<file path="src/hw/rtl/pcxw_pkg.sv">
// ----------------------------------------------------------------------------
// pcxw_pkg
// Shared types, register indexes and constants of the PCX run-length pixel
// word writer.
// ----------------------------------------------------------------------------
package pcxw_pkg;

  // Default screen pitch in 16-bit words
  localparam int LINE_WORDS_DEF = 160;

  // Field widths
  localparam int BYTE_W  = 8;
  localparam int WORD_W  = 16;
  localparam int RUN_W   = 6;
  localparam int COL_W   = 9;
  localparam int LINE_W  = 8;
  localparam int ADDR_W  = 5;
  localparam int APB_W   = 32;

  // Run header: both top bits set, count in the low six bits
  localparam logic [1:0] RUN_MARK = 2'b11;

  // Register indexes (byte address / 4)
  localparam logic [2:0] REG_LEFT_POS  = 3'd0;
  localparam logic [2:0] REG_TOP_POS   = 3'd1;
  localparam logic [2:0] REG_WIDTH     = 3'd2;
  localparam logic [2:0] REG_HEIGHT    = 3'd3;
  localparam logic [2:0] REG_MEM_BASE  = 3'd4;

  // Reset values of the registers
  localparam logic [COL_W-1:0]  WIDTH_RST  = 9'd320;
  localparam logic [LINE_W-1:0] HEIGHT_RST = 8'd240;

  // Result kinds (tuser on the output)
  localparam logic TGT_ADDR = 1'b0;
  localparam logic TGT_DATA = 1'b1;

  // Input kinds (tuser on the input)
  localparam logic MODE_DATA  = 1'b0;
  localparam logic MODE_START = 1'b1;

  typedef struct packed {
    logic [COL_W-1:0]  left_position;
    logic [LINE_W-1:0] top_position;
    logic [COL_W-1:0]  image_width;
    logic [LINE_W-1:0] image_height;
    logic [WORD_W-1:0] memory_base;
  } cfg_t;

  // Controller to datapath
  typedef struct packed {
    logic start;       // new image: clear counters
    logic load;        // capture the incoming byte
    logic drop_run;    // zero-length run value: just clear the pending run
    logic run_load;    // load the run pixel counter
    logic header_in;   // run header taken from the incoming byte
    logic header_lat;  // run header taken from the captured byte
    logic emit_addr;   // line start address result
    logic run_step;    // one step of run expansion
    logic pix_step;    // single pixel
  } cmd_t;

  // Datapath to controller
  typedef struct packed {
    logic active;
    logic line_open;
    logic await_run;
    logic run_zero;
    logic in_header;
    logic lat_header;
    logic run_final;
    logic slot_free;
  } status_t;

  function automatic logic is_header(input logic [BYTE_W-1:0] b);
    return b[BYTE_W-1 -: 2] == RUN_MARK;
  endfunction

endpackage

</file>
<file path="src/hw/rtl/pcxw_regs.sv">
// ----------------------------------------------------------------------------
// pcxw_regs
// APB register file holding image placement, size and memory base.
// ----------------------------------------------------------------------------
module pcxw_regs (
  input  logic                          clk,
  input  logic                          rst,
  input  logic                          psel,
  input  logic                          penable,
  input  logic                          pwrite,
  input  logic [pcxw_pkg::ADDR_W-1:0]   paddr,
  input  logic [pcxw_pkg::APB_W-1:0]    pwdata,
  output logic [pcxw_pkg::APB_W-1:0]    prdata,
  output logic                          pready,
  output pcxw_pkg::cfg_t                cfg
);

  logic       wr_en;
  logic [2:0] idx;

  assign pready = 1'b1;
  assign wr_en  = psel & penable & pwrite & pready;
  assign idx    = paddr[4:2];

  // Register writes
  always_ff @(posedge clk) begin
    if (rst) begin
      cfg.left_position <= '0;
      cfg.top_position  <= '0;
      cfg.image_width   <= pcxw_pkg::WIDTH_RST;
      cfg.image_height  <= pcxw_pkg::HEIGHT_RST;
      cfg.memory_base   <= '0;
    end else if (wr_en) begin
      case (idx)
        pcxw_pkg::REG_LEFT_POS: cfg.left_position <= pwdata[pcxw_pkg::COL_W-1:0];
        pcxw_pkg::REG_TOP_POS:  cfg.top_position  <= pwdata[pcxw_pkg::LINE_W-1:0];
        pcxw_pkg::REG_WIDTH:    cfg.image_width   <= pwdata[pcxw_pkg::COL_W-1:0];
        pcxw_pkg::REG_HEIGHT:   cfg.image_height  <= pwdata[pcxw_pkg::LINE_W-1:0];
        pcxw_pkg::REG_MEM_BASE: cfg.memory_base   <= pwdata[pcxw_pkg::WORD_W-1:0];
        default: ;
      endcase
    end
  end

  // Read back
  always_comb begin
    case (idx)
      pcxw_pkg::REG_LEFT_POS: prdata = pcxw_pkg::APB_W'(cfg.left_position);
      pcxw_pkg::REG_TOP_POS:  prdata = pcxw_pkg::APB_W'(cfg.top_position);
      pcxw_pkg::REG_WIDTH:    prdata = pcxw_pkg::APB_W'(cfg.image_width);
      pcxw_pkg::REG_HEIGHT:   prdata = pcxw_pkg::APB_W'(cfg.image_height);
      pcxw_pkg::REG_MEM_BASE: prdata = pcxw_pkg::APB_W'(cfg.memory_base);
      default:                prdata = '0;
    endcase
  end

endmodule

</file>
<file path="src/hw/rtl/pcxw_ctrl.sv">
// ----------------------------------------------------------------------------
// pcxw_ctrl
// Sequencer: takes one coded byte at a time and steps the datapath through
// line address, run expansion or single pixel.
// ----------------------------------------------------------------------------
module pcxw_ctrl (
  input  logic              clk,
  input  logic              rst,
  input  logic              s_axis_tvalid,
  input  logic              s_axis_tuser,
  output logic              s_axis_tready,
  input  pcxw_pkg::status_t st,
  output pcxw_pkg::cmd_t    cmd
);

  localparam logic [1:0] S_IDLE = 2'd0;
  localparam logic [1:0] S_ADDR = 2'd1;
  localparam logic [1:0] S_RUN  = 2'd2;
  localparam logic [1:0] S_PIX  = 2'd3;

  logic [1:0] state;
  logic [1:0] state_next;
  logic       acc;

  assign s_axis_tready = (state == S_IDLE);
  assign acc           = s_axis_tvalid & s_axis_tready;

  // Next state and commands
  always_comb begin
    state_next = state;
    cmd        = '0;
    case (state)
      S_IDLE: begin
        if (acc) begin
          if (s_axis_tuser == pcxw_pkg::MODE_START) begin
            cmd.start = 1'b1;
          end else if (st.active) begin
            cmd.load = 1'b1;
            if (!st.line_open) begin
              state_next = S_ADDR;
            end else if (st.await_run) begin
              if (st.run_zero) begin
                cmd.drop_run = 1'b1;
              end else begin
                cmd.run_load = 1'b1;
                state_next   = S_RUN;
              end
            end else if (st.in_header) begin
              cmd.header_in = 1'b1;
            end else begin
              state_next = S_PIX;
            end
          end
        end
      end
      S_ADDR: begin
        if (st.slot_free) begin
          cmd.emit_addr = 1'b1;
          state_next    = S_IDLE;
          if (st.await_run) begin
            if (st.run_zero) begin
              cmd.drop_run = 1'b1;
            end else begin
              cmd.run_load = 1'b1;
              state_next   = S_RUN;
            end
          end else if (st.lat_header) begin
            cmd.header_lat = 1'b1;
          end else begin
            state_next = S_PIX;
          end
        end
      end
      S_RUN: begin
        if (st.slot_free) begin
          cmd.run_step = 1'b1;
          if (st.run_final) begin
            state_next = S_IDLE;
          end
        end
      end
      S_PIX: begin
        if (st.slot_free) begin
          cmd.pix_step = 1'b1;
          state_next   = S_IDLE;
        end
      end
      default: state_next = S_IDLE;
    endcase
  end

  always_ff @(posedge clk) begin
    if (rst) begin
      state <= S_IDLE;
    end else begin
      state <= state_next;
    end
  end

`ifndef NO_ASSERTIONS
  // Work only starts on a transfer
  a_idle_hold: assert property (@(posedge clk) disable iff (rst)
    (state == S_IDLE && !acc) |=> (state == S_IDLE))
    else $error("controller left idle without an input transfer");

  // A run is only entered with pixels to draw
  a_run_nonzero: assert property (@(posedge clk) disable iff (rst)
    cmd.run_load |-> !st.run_zero)
    else $error("run expansion started on a zero-length run");
`endif

endmodule

</file>
<file path="src/hw/rtl/pcxw_dpath.sv">
// ----------------------------------------------------------------------------
// pcxw_dpath
// Decoder state, line address arithmetic, pixel pairing and the output
// register.
// ----------------------------------------------------------------------------
module pcxw_dpath #(
  parameter int LINE_WORDS = pcxw_pkg::LINE_WORDS_DEF
) (
  input  logic                          clk,
  input  logic                          rst,
  input  pcxw_pkg::cfg_t                cfg,
  input  pcxw_pkg::cmd_t                cmd,
  output pcxw_pkg::status_t             st,
  input  logic [pcxw_pkg::BYTE_W-1:0]   s_byte,
  output logic                          m_axis_tvalid,
  input  logic                          m_axis_tready,
  output logic [pcxw_pkg::WORD_W-1:0]   m_axis_tdata,
  output logic                          m_axis_tuser,
  output logic                          m_axis_tlast
);

  localparam int LwW   = $clog2(LINE_WORDS + 1);
  localparam int YW    = pcxw_pkg::LINE_W + 1;
  localparam int ProdW = YW + LwW;

  // Decoder state
  logic                          active, active_next;
  logic                          await_run, await_run_next;
  logic [pcxw_pkg::RUN_W-1:0]    run_count, run_count_next;
  logic [pcxw_pkg::RUN_W-1:0]    rem, rem_next;
  logic [pcxw_pkg::COL_W-1:0]    column, column_next;
  logic [pcxw_pkg::LINE_W-1:0]   line, line_next;
  logic                          line_open, line_open_next;
  logic                          held, held_next;
  logic [pcxw_pkg::BYTE_W-1:0]   held_pixel, held_pixel_next;
  logic [pcxw_pkg::BYTE_W-1:0]   byte_lat;

  // Working values
  logic [YW-1:0]                 ypos;
  logic [ProdW-1:0]              prod;
  logic [pcxw_pkg::WORD_W-1:0]   addr_val;
  logic [pcxw_pkg::RUN_W-1:0]    step_rem;
  logic                          adv_en;
  logic [pcxw_pkg::RUN_W-1:0]    adv_cnt;
  logic [pcxw_pkg::COL_W:0]      adv_sum;
  logic [pcxw_pkg::LINE_W-1:0]   line_inc;
  logic                          emit;
  logic                          emit_tgt;
  logic [pcxw_pkg::WORD_W-1:0]   emit_val;
  logic                          emit_last;

  // Line start address, wraps at 16 bits
  assign ypos     = YW'(cfg.top_position) + YW'(line);
  assign prod     = ProdW'(ypos) * ProdW'(LINE_WORDS);
  assign addr_val = cfg.memory_base + pcxw_pkg::WORD_W'(prod)
                  + pcxw_pkg::WORD_W'(cfg.left_position[pcxw_pkg::COL_W-1:1]);

  // Pixels left after one run step
  always_comb begin
    if (held && rem != '0) begin
      step_rem = rem - pcxw_pkg::RUN_W'(1);
    end else if (rem >= pcxw_pkg::RUN_W'(2)) begin
      step_rem = rem - pcxw_pkg::RUN_W'(2);
    end else begin
      step_rem = '0;
    end
  end

  // Status to the controller
  always_comb begin
    st.active     = active;
    st.line_open  = line_open;
    st.await_run  = await_run;
    st.run_zero   = (run_count == '0);
    st.in_header  = pcxw_pkg::is_header(s_byte);
    st.lat_header = pcxw_pkg::is_header(byte_lat);
    st.run_final  = (step_rem == '0);
    st.slot_free  = !m_axis_tvalid || m_axis_tready;
  end

  // Next decoder state and result
  always_comb begin
    active_next     = active;
    await_run_next  = await_run;
    run_count_next  = run_count;
    rem_next        = rem;
    column_next     = column;
    line_next       = line;
    line_open_next  = line_open;
    held_next       = held;
    held_pixel_next = held_pixel;
    adv_en          = 1'b0;
    adv_cnt         = '0;
    emit            = 1'b0;
    emit_tgt        = pcxw_pkg::TGT_DATA;
    emit_val        = '0;
    emit_last       = 1'b0;
    adv_sum         = '0;
    line_inc        = line + pcxw_pkg::LINE_W'(1);

    if (cmd.start) begin
      active_next    = (cfg.image_height != '0);
      await_run_next = 1'b0;
      run_count_next = '0;
      column_next    = '0;
      line_next      = '0;
      line_open_next = 1'b0;
      held_next      = 1'b0;
    end

    if (cmd.drop_run) begin
      await_run_next = 1'b0;
    end

    if (cmd.header_in) begin
      run_count_next = s_byte[pcxw_pkg::RUN_W-1:0];
      await_run_next = 1'b1;
    end
    if (cmd.header_lat) begin
      run_count_next = byte_lat[pcxw_pkg::RUN_W-1:0];
      await_run_next = 1'b1;
    end

    if (cmd.run_load) begin
      rem_next = run_count;
    end

    // Line start: address first, an odd pixel left over is dropped
    if (cmd.emit_addr) begin
      emit           = 1'b1;
      emit_tgt       = pcxw_pkg::TGT_ADDR;
      emit_val       = addr_val;
      emit_last      = !(await_run && run_count >= pcxw_pkg::RUN_W'(2));
      held_next      = 1'b0;
      line_open_next = 1'b1;
    end

    // Run expansion: pair with a held pixel, else two copies per word, else hold the odd pixel
    if (cmd.run_step) begin
      rem_next = step_rem;
      if (held && rem != '0) begin
        emit      = 1'b1;
        emit_val  = {held_pixel, byte_lat};
        emit_last = (step_rem < pcxw_pkg::RUN_W'(2));
        held_next = 1'b0;
      end else if (rem >= pcxw_pkg::RUN_W'(2)) begin
        emit      = 1'b1;
        emit_val  = {byte_lat, byte_lat};
        emit_last = (step_rem < pcxw_pkg::RUN_W'(2));
      end else begin
        held_next       = 1'b1;
        held_pixel_next = byte_lat;
      end
      if (step_rem == '0) begin
        await_run_next = 1'b0;
        adv_en         = 1'b1;
        adv_cnt        = run_count;
      end
    end

    // Single pixel
    if (cmd.pix_step) begin
      if (held) begin
        emit      = 1'b1;
        emit_val  = {held_pixel, byte_lat};
        emit_last = 1'b1;
        held_next = 1'b0;
      end else begin
        held_next       = 1'b1;
        held_pixel_next = byte_lat;
      end
      adv_en  = 1'b1;
      adv_cnt = pcxw_pkg::RUN_W'(1);
    end

    // Column advance and line end
    if (adv_en) begin
      adv_sum = (pcxw_pkg::COL_W+1)'(column) + (pcxw_pkg::COL_W+1)'(adv_cnt);
      if (adv_sum >= (pcxw_pkg::COL_W+1)'(cfg.image_width)) begin
        column_next    = '0;
        line_open_next = 1'b0;
        line_next      = line_inc;
        if (line_inc >= cfg.image_height) begin
          active_next = 1'b0;
          held_next   = 1'b0;
        end
      end else begin
        column_next = adv_sum[pcxw_pkg::COL_W-1:0];
      end
    end
  end

  // State registers
  always_ff @(posedge clk) begin
    if (rst) begin
      active    <= 1'b0;
      await_run <= 1'b0;
      run_count <= '0;
      rem       <= '0;
      column    <= '0;
      line      <= '0;
      line_open <= 1'b0;
      held      <= 1'b0;
    end else begin
      active    <= active_next;
      await_run <= await_run_next;
      run_count <= run_count_next;
      rem       <= rem_next;
      column    <= column_next;
      line      <= line_next;
      line_open <= line_open_next;
      held      <= held_next;
    end
  end

  always_ff @(posedge clk) begin
    held_pixel <= held_pixel_next;
    if (cmd.load) begin
      byte_lat <= s_byte;
    end
  end

  // Output register
  always_ff @(posedge clk) begin
    if (rst) begin
      m_axis_tvalid <= 1'b0;
    end else if (emit) begin
      m_axis_tvalid <= 1'b1;
    end else if (m_axis_tready) begin
      m_axis_tvalid <= 1'b0;
    end
  end

  always_ff @(posedge clk) begin
    if (emit) begin
      m_axis_tdata <= emit_val;
      m_axis_tuser <= emit_tgt;
      m_axis_tlast <= emit_last;
    end
  end

`ifndef NO_ASSERTIONS
  // A result is only written into a free output register
  a_emit_free: assert property (@(posedge clk) disable iff (rst)
    emit |-> (!m_axis_tvalid || m_axis_tready))
    else $error("result overwrote a pending output transfer");

  // Run steps only happen with pixels pending
  a_step_rem: assert property (@(posedge clk) disable iff (rst)
    cmd.run_step |-> (rem != '0))
    else $error("run step with no pixels left");

  // A new image starts at the top left with no line open
  a_start_clear: assert property (@(posedge clk) disable iff (rst)
    cmd.start |=> (line == '0 && column == '0 && !line_open && !held))
    else $error("start did not clear the position");
`endif

endmodule

</file>
<file path="src/hw/rtl/pcx_rle_pixel_word_writer_core.sv">
// ----------------------------------------------------------------------------
// pcx_rle_pixel_word_writer_core
// Decodes PCX run-length coded bytes into video-memory address and pixel
// word writes.
// ----------------------------------------------------------------------------
//
//  channel   direction  handshake         payload
//  s_axis    in         tvalid / tready   tuser = mode, tdata = coded_byte
//  m_axis    out        tvalid / tready   tuser = target, tdata = word_value,
//                                         tlast = last
//  apb       in         psel / penable    5 registers at byte address 4*i
//
//  One input byte at a time. A run header or an ignored byte is handled in
//  idle, a single pixel in the pixel state and a run value in run expansion,
//  each after the address state at a line start; a run may leave a pixel held.
//  The output register lets the next byte in while a result waits.
//  Output back-pressure stalls the sequencer before each result.
//  Reset is synchronous, active high; the block then idles until a start.
//
module pcx_rle_pixel_word_writer_core #(
  parameter int LINE_WORDS = pcxw_pkg::LINE_WORDS_DEF
) (
  input  logic                          clk,
  input  logic                          rst,
  // Coded byte input
  input  logic                          s_axis_tvalid,
  output logic                          s_axis_tready,
  input  logic [pcxw_pkg::BYTE_W-1:0]   s_axis_tdata,   // [7:0] coded_byte
  input  logic                          s_axis_tuser,   // [0] mode
  // Result output
  output logic                          m_axis_tvalid,
  input  logic                          m_axis_tready,
  output logic [pcxw_pkg::WORD_W-1:0]   m_axis_tdata,   // [15:0] word_value
  output logic                          m_axis_tuser,   // [0] target
  output logic                          m_axis_tlast,
  // Configuration
  input  logic                          psel,
  input  logic                          penable,
  input  logic                          pwrite,
  input  logic [pcxw_pkg::ADDR_W-1:0]   paddr,
  input  logic [pcxw_pkg::APB_W-1:0]    pwdata,
  output logic [pcxw_pkg::APB_W-1:0]    prdata,
  output logic                          pready
);

  pcxw_pkg::cfg_t    cfg;
  pcxw_pkg::cmd_t    cmd;
  pcxw_pkg::status_t st;

  // Register file
  pcxw_regs u_regs (
    .clk     (clk),
    .rst     (rst),
    .psel    (psel),
    .penable (penable),
    .pwrite  (pwrite),
    .paddr   (paddr),
    .pwdata  (pwdata),
    .prdata  (prdata),
    .pready  (pready),
    .cfg     (cfg)
  );

  // Sequencer
  pcxw_ctrl u_ctrl (
    .clk           (clk),
    .rst           (rst),
    .s_axis_tvalid (s_axis_tvalid),
    .s_axis_tuser  (s_axis_tuser),
    .s_axis_tready (s_axis_tready),
    .st            (st),
    .cmd           (cmd)
  );

  // Datapath and output register
  pcxw_dpath #(
    .LINE_WORDS (LINE_WORDS)
  ) u_dpath (
    .clk           (clk),
    .rst           (rst),
    .cfg           (cfg),
    .cmd           (cmd),
    .st            (st),
    .s_byte        (s_axis_tdata),
    .m_axis_tvalid (m_axis_tvalid),
    .m_axis_tready (m_axis_tready),
    .m_axis_tdata  (m_axis_tdata),
    .m_axis_tuser  (m_axis_tuser),
    .m_axis_tlast  (m_axis_tlast)
  );

endmodule

</file>
<file path="config.mk">
export PLATFORM = sky130hd
export DESIGN_NAME = pcx_rle_pixel_word_writer_core
export DESIGN_NICKNAME = d
export VERILOG_FILES = /design/src/hw/rtl/pcxw_pkg.sv /design/src/hw/rtl/pcxw_regs.sv /design/src/hw/rtl/pcxw_ctrl.sv /design/src/hw/rtl/pcxw_dpath.sv /design/src/hw/rtl/pcx_rle_pixel_word_writer_core.sv
export SDC_FILE = /design/constraint.sdc
export NUM_CORES = 1
export LEC_CHECK = 0
export ABC_AREA = 0
export BUFFER_PORTS_ARGS = -buffer_cell sky130_fd_sc_hd__buf_2
export CORE_MARGIN = 2
export CORE_UTILIZATION = 30
export CTS_CLUSTER_DIAMETER = 200
export DETAILED_ROUTE_END_ITERATION = 8
export PLACE_DENSITY = 0.47
export SYNTH_ARGS = -nofsm -noshare
export SYNTH_HDL_FRONTEND = slang
export SYNTH_SLANG_ARGS = --single-unit
</file>
<file path="constraint.sdc">
create_clock -name clk -period 10.6 [get_ports clk]
set_input_delay 0.53 -clock clk [delete_from_list [all_inputs] [get_ports clk]]
set_output_delay 0.53 -clock clk [all_outputs]
set_load 0.1 [all_outputs]
</file>
==> results.py <==
metrics = {
    "global_route": {
        "grt_max_degree": 70,
        "overflow": 0,
        "grt_pass1_wl_um": 35600,
        "grt_use_total": 0.163,
        "grt_pass1_vias": 6432,
        "antenna_found_initial": 0,
    },
    "clock_network": {
        "numCtsBuffers": 17,
        "clk_path_buf_depth": 2,
        "clkSinkCount": 120,
        "cts_tree": "yes",
        "htreeDepth": 4,
        "path_clk_slew_ns": 0.06,
        "cts_resized": 0,
        "clock_tree.root_cell": "clkbuf_16",
        "postCtsHoldBufs": 0,
        "insertion_delay_ns": 0.42,
        "cts_setup_buffers": 0,
    },
    "sta": {
        "fmax_mhz": 168,
        "min_period_ns": 5.95,
        "period_share": 0.561,
        "final_hold_viol_count": 0,
        "tightest_slew_ns": 1.22,
        "hold_slack_ns": 0.311,
        "skew_ns": 0.0120,
        "setup_viol": 0,
        "setup_tns_ns": 0,
        "relSlewSlack": 0.183,
        "finalWorstSetupSlack_ns": 4.65,
        "final_max_slew_viol_count": 0,
        "rsz0062_at_grt": "false",
    },
    "synthesis": {
        "synth_ff_type": "dfxtp_1",
        "ys_types": 67,
        "yosys-top-cells-area": "dfxtp_1, ha_1, edfxtp_1",
        "syn_area_um2": 7860,
        "async_reset_ff_frac": 0,
        "synth_common_cells": "dfxtp_1, nand2_1, nor2_1",
        "yosysSeqAreaShare": 0.339,
        "ys.warnings.count": 0,
        "ys_seq_elements": 120,
        "synth.avg_cell_area_um2": 8.64,
        "synthMostInstantiatedCell": "dfxtp_1",
        "yosysTopAreaCell": "dfxtp_1",
        "synth-edff-count": 26,
        "syn-instance-count": 910,
        "yosysTopAreaCellShare": 0.239,
    },
    "placed_design": {
        "place.gp.congestion": 0.835,
        "dpl-instance-area_um2": 8430,
        "place_hpwl_um": 16900,
        "dpl.cell_count": 1281,
        "portBuffers": 70,
        "pre_cts_ws_ns": 4.68,
    },
    "job": {
        "drv_cap": 0,
    },
    "power": {
        "p_leak_nw": 4.02,
        "power.total_mw": 1.57,
        "irDropWorstVdd_uv": 164,
        "p_per_area_nw_per_um2": 173,
    },
    "die": {
        "die_h_um": 166,
        "die_x_um": 166,
        "start_util": 0.303,
        "boundaryPins": 106,
        "die_area_um2": 27500,
        "num_rows": 59,
        "core_area_um2": 25900,
    },
    "layout": {
        "finish.instance_area_um2": 9070,
        "seqCellArea_um2": 2660,
        "finalNonFillerCells": 1313,
        "final_util": 0.350,
        "multi_input_area_um2": 4730,
        "nFillCells": 2666,
        "drive_gt1_frac": 0.123,
        "fin_nets": 1099,
        "antenna_cells": 0,
        "area.growth.synth_to_final_pct": 15.4,
    },
    "worst_hold_path": {
        "hp-class": "input pin to register",
        "min_path_cells": 1,
    },
    "critical_path": {
        "reg2reg_depth": 21,
        "arrival_ns": 6.31,
        "cp-start-kind": "register",
        "crit_type": "register to register",
        "slowest_stage": "or4_4",
        "crit_chain": "or4_4, o21ai_1, nand3_1, o21ai_1, nor2_1, nand2_1, nand2_1, ha_1, fa_1, a21o_1, a21oi_1, o21bai_1, a21oi_1, nor2_1, xor2_1, ha_1, a2111o_1, o31ai_1, o21ai_1, nor3_2, a221o_1",
        "cp.required_ns": 10.96,
        "worstPathMaxFanout": 9,
        "worst_path_largest_cell_delay_ns": 0.53,
        "crit_top_cell": "o21ai_1",
        "cp-end-kind": "register",
    },
    "outcome": {
        "status": "complete, no violations",
    },
    "detailed_routing": {
        "drc": 0,
        "detail-route-antenna-nets": 0,
        "dr.first_iter.drc_count": 469,
        "first_pass_iters": 7,
        "drt-total-wl_um": 22300,
        "num_vias": 6614,
        "wl_per_cell_um": 17.0,
        "drt-vias-per-instance": 5.04,
    },
}
worst max-delay path, delay by kind of cell (launching register included):
kind	cells	cell delay (ns)
AO/OA/AOI/OAI	10	2.98
AND/OR/NAND/NOR	7	1.51
adder cells (fa/ha/maj)	3	0.82
flip-flops	1	0.40
XOR/XNOR	1	0.18
metal layers:
layer | up-vias | share of wire | global-route usage
met5 | - | 0 | 0
met4 | 0 | 0.016 | 0.0507
met3 | 19 | 0.039 | 0.0300
met2 | 147 | 0.48 | 0.272
met1 | 3119 | 0.46 | 0.215
li1 | 3329 | - | -
path summary, 6_finish.rpt:
kind                     startpoint                   to  slack [ns]
setup / recovery     u_dpath.rem[3]    u_dpath.column[6]        4.65
hold / removal      s_axis_tdata[4]  u_dpath.byte_lat[4]        0.31
setup reg to reg     u_dpath.rem[3]    u_dpath.column[6]        4.65
hold reg to reg   u_dpath.column[5]    u_dpath.column[5]        0.46
cell type report:
class | count | share of cell area
inverter | 67 | 0.0277
timing repair buffer | 72 | 0.0403
sequential | 120 | 0.294
clock inverter | 13 | 0.0222
clock buffer | 19 | 0.0477
multi-input combinational | 687 | 0.522
tap | 335 | 0.0462
sequential cells by signal, summed over array words and instances (netlist names):
| register | cells |
|---|---|
| u_dpath.await_run | 1 |
| u_dpath.m_axis_tuser | 1 |
| u_dpath.line | 8 |
| u_dpath.line_open | 1 |
| u_dpath.byte_lat | 8 |
| u_dpath.held | 1 |
| u_dpath.column | 9 |
| u_regs.cfg | 50 |
| u_dpath.run_count | 6 |
| u_dpath.rem | 6 |
| u_dpath.active | 1 |
| u_dpath.m_axis_tlast | 1 |
| u_ctrl.state | 2 |
| u_dpath.held_pixel | 8 |
| u_dpath.m_axis_tvalid | 1 |
| u_dpath.m_axis_tdata | 16 |
placed cells by master, fill, tap and decap left out, drive strengths merged, types with 15 or more instances in the layout:
master / instances
dfxtp: 94
nand2: 86
nor2: 79
ha: 74
a21oi: 73
buf: 72
inv: 68
o21ai: 47
mux2i: 42
xnor2: 32
edfxtp: 26
nand3: 23
nor3: 20
clkbuf: 19
conb: 17
a21o: 15
and2: 15
cells by family after synthesis:
family                     count (synthesis)  synth area share
other                                      2          0.000956
DFF                                      120             0.339
muxes                                     51            0.0664
and+or+nand+nor                          274             0.163
adders and majority gates                 81             0.136
buffers and inverters                    118            0.0665
AOI/OAI and AO/OA                        224             0.183
xor gates and xnor gates                  40            0.0463
where the power goes:
group	leakage [nW]	internal [mW]	total, mW	switching (mW)
sequential	1.00	0.522	0.550	0.0280
clock	0.306	0.416	0.638	0.222
combinational	2.71	0.0676	0.380	0.312
total	4.02	1.01	1.57	0.562
Power figures use the tool's default switching activity.
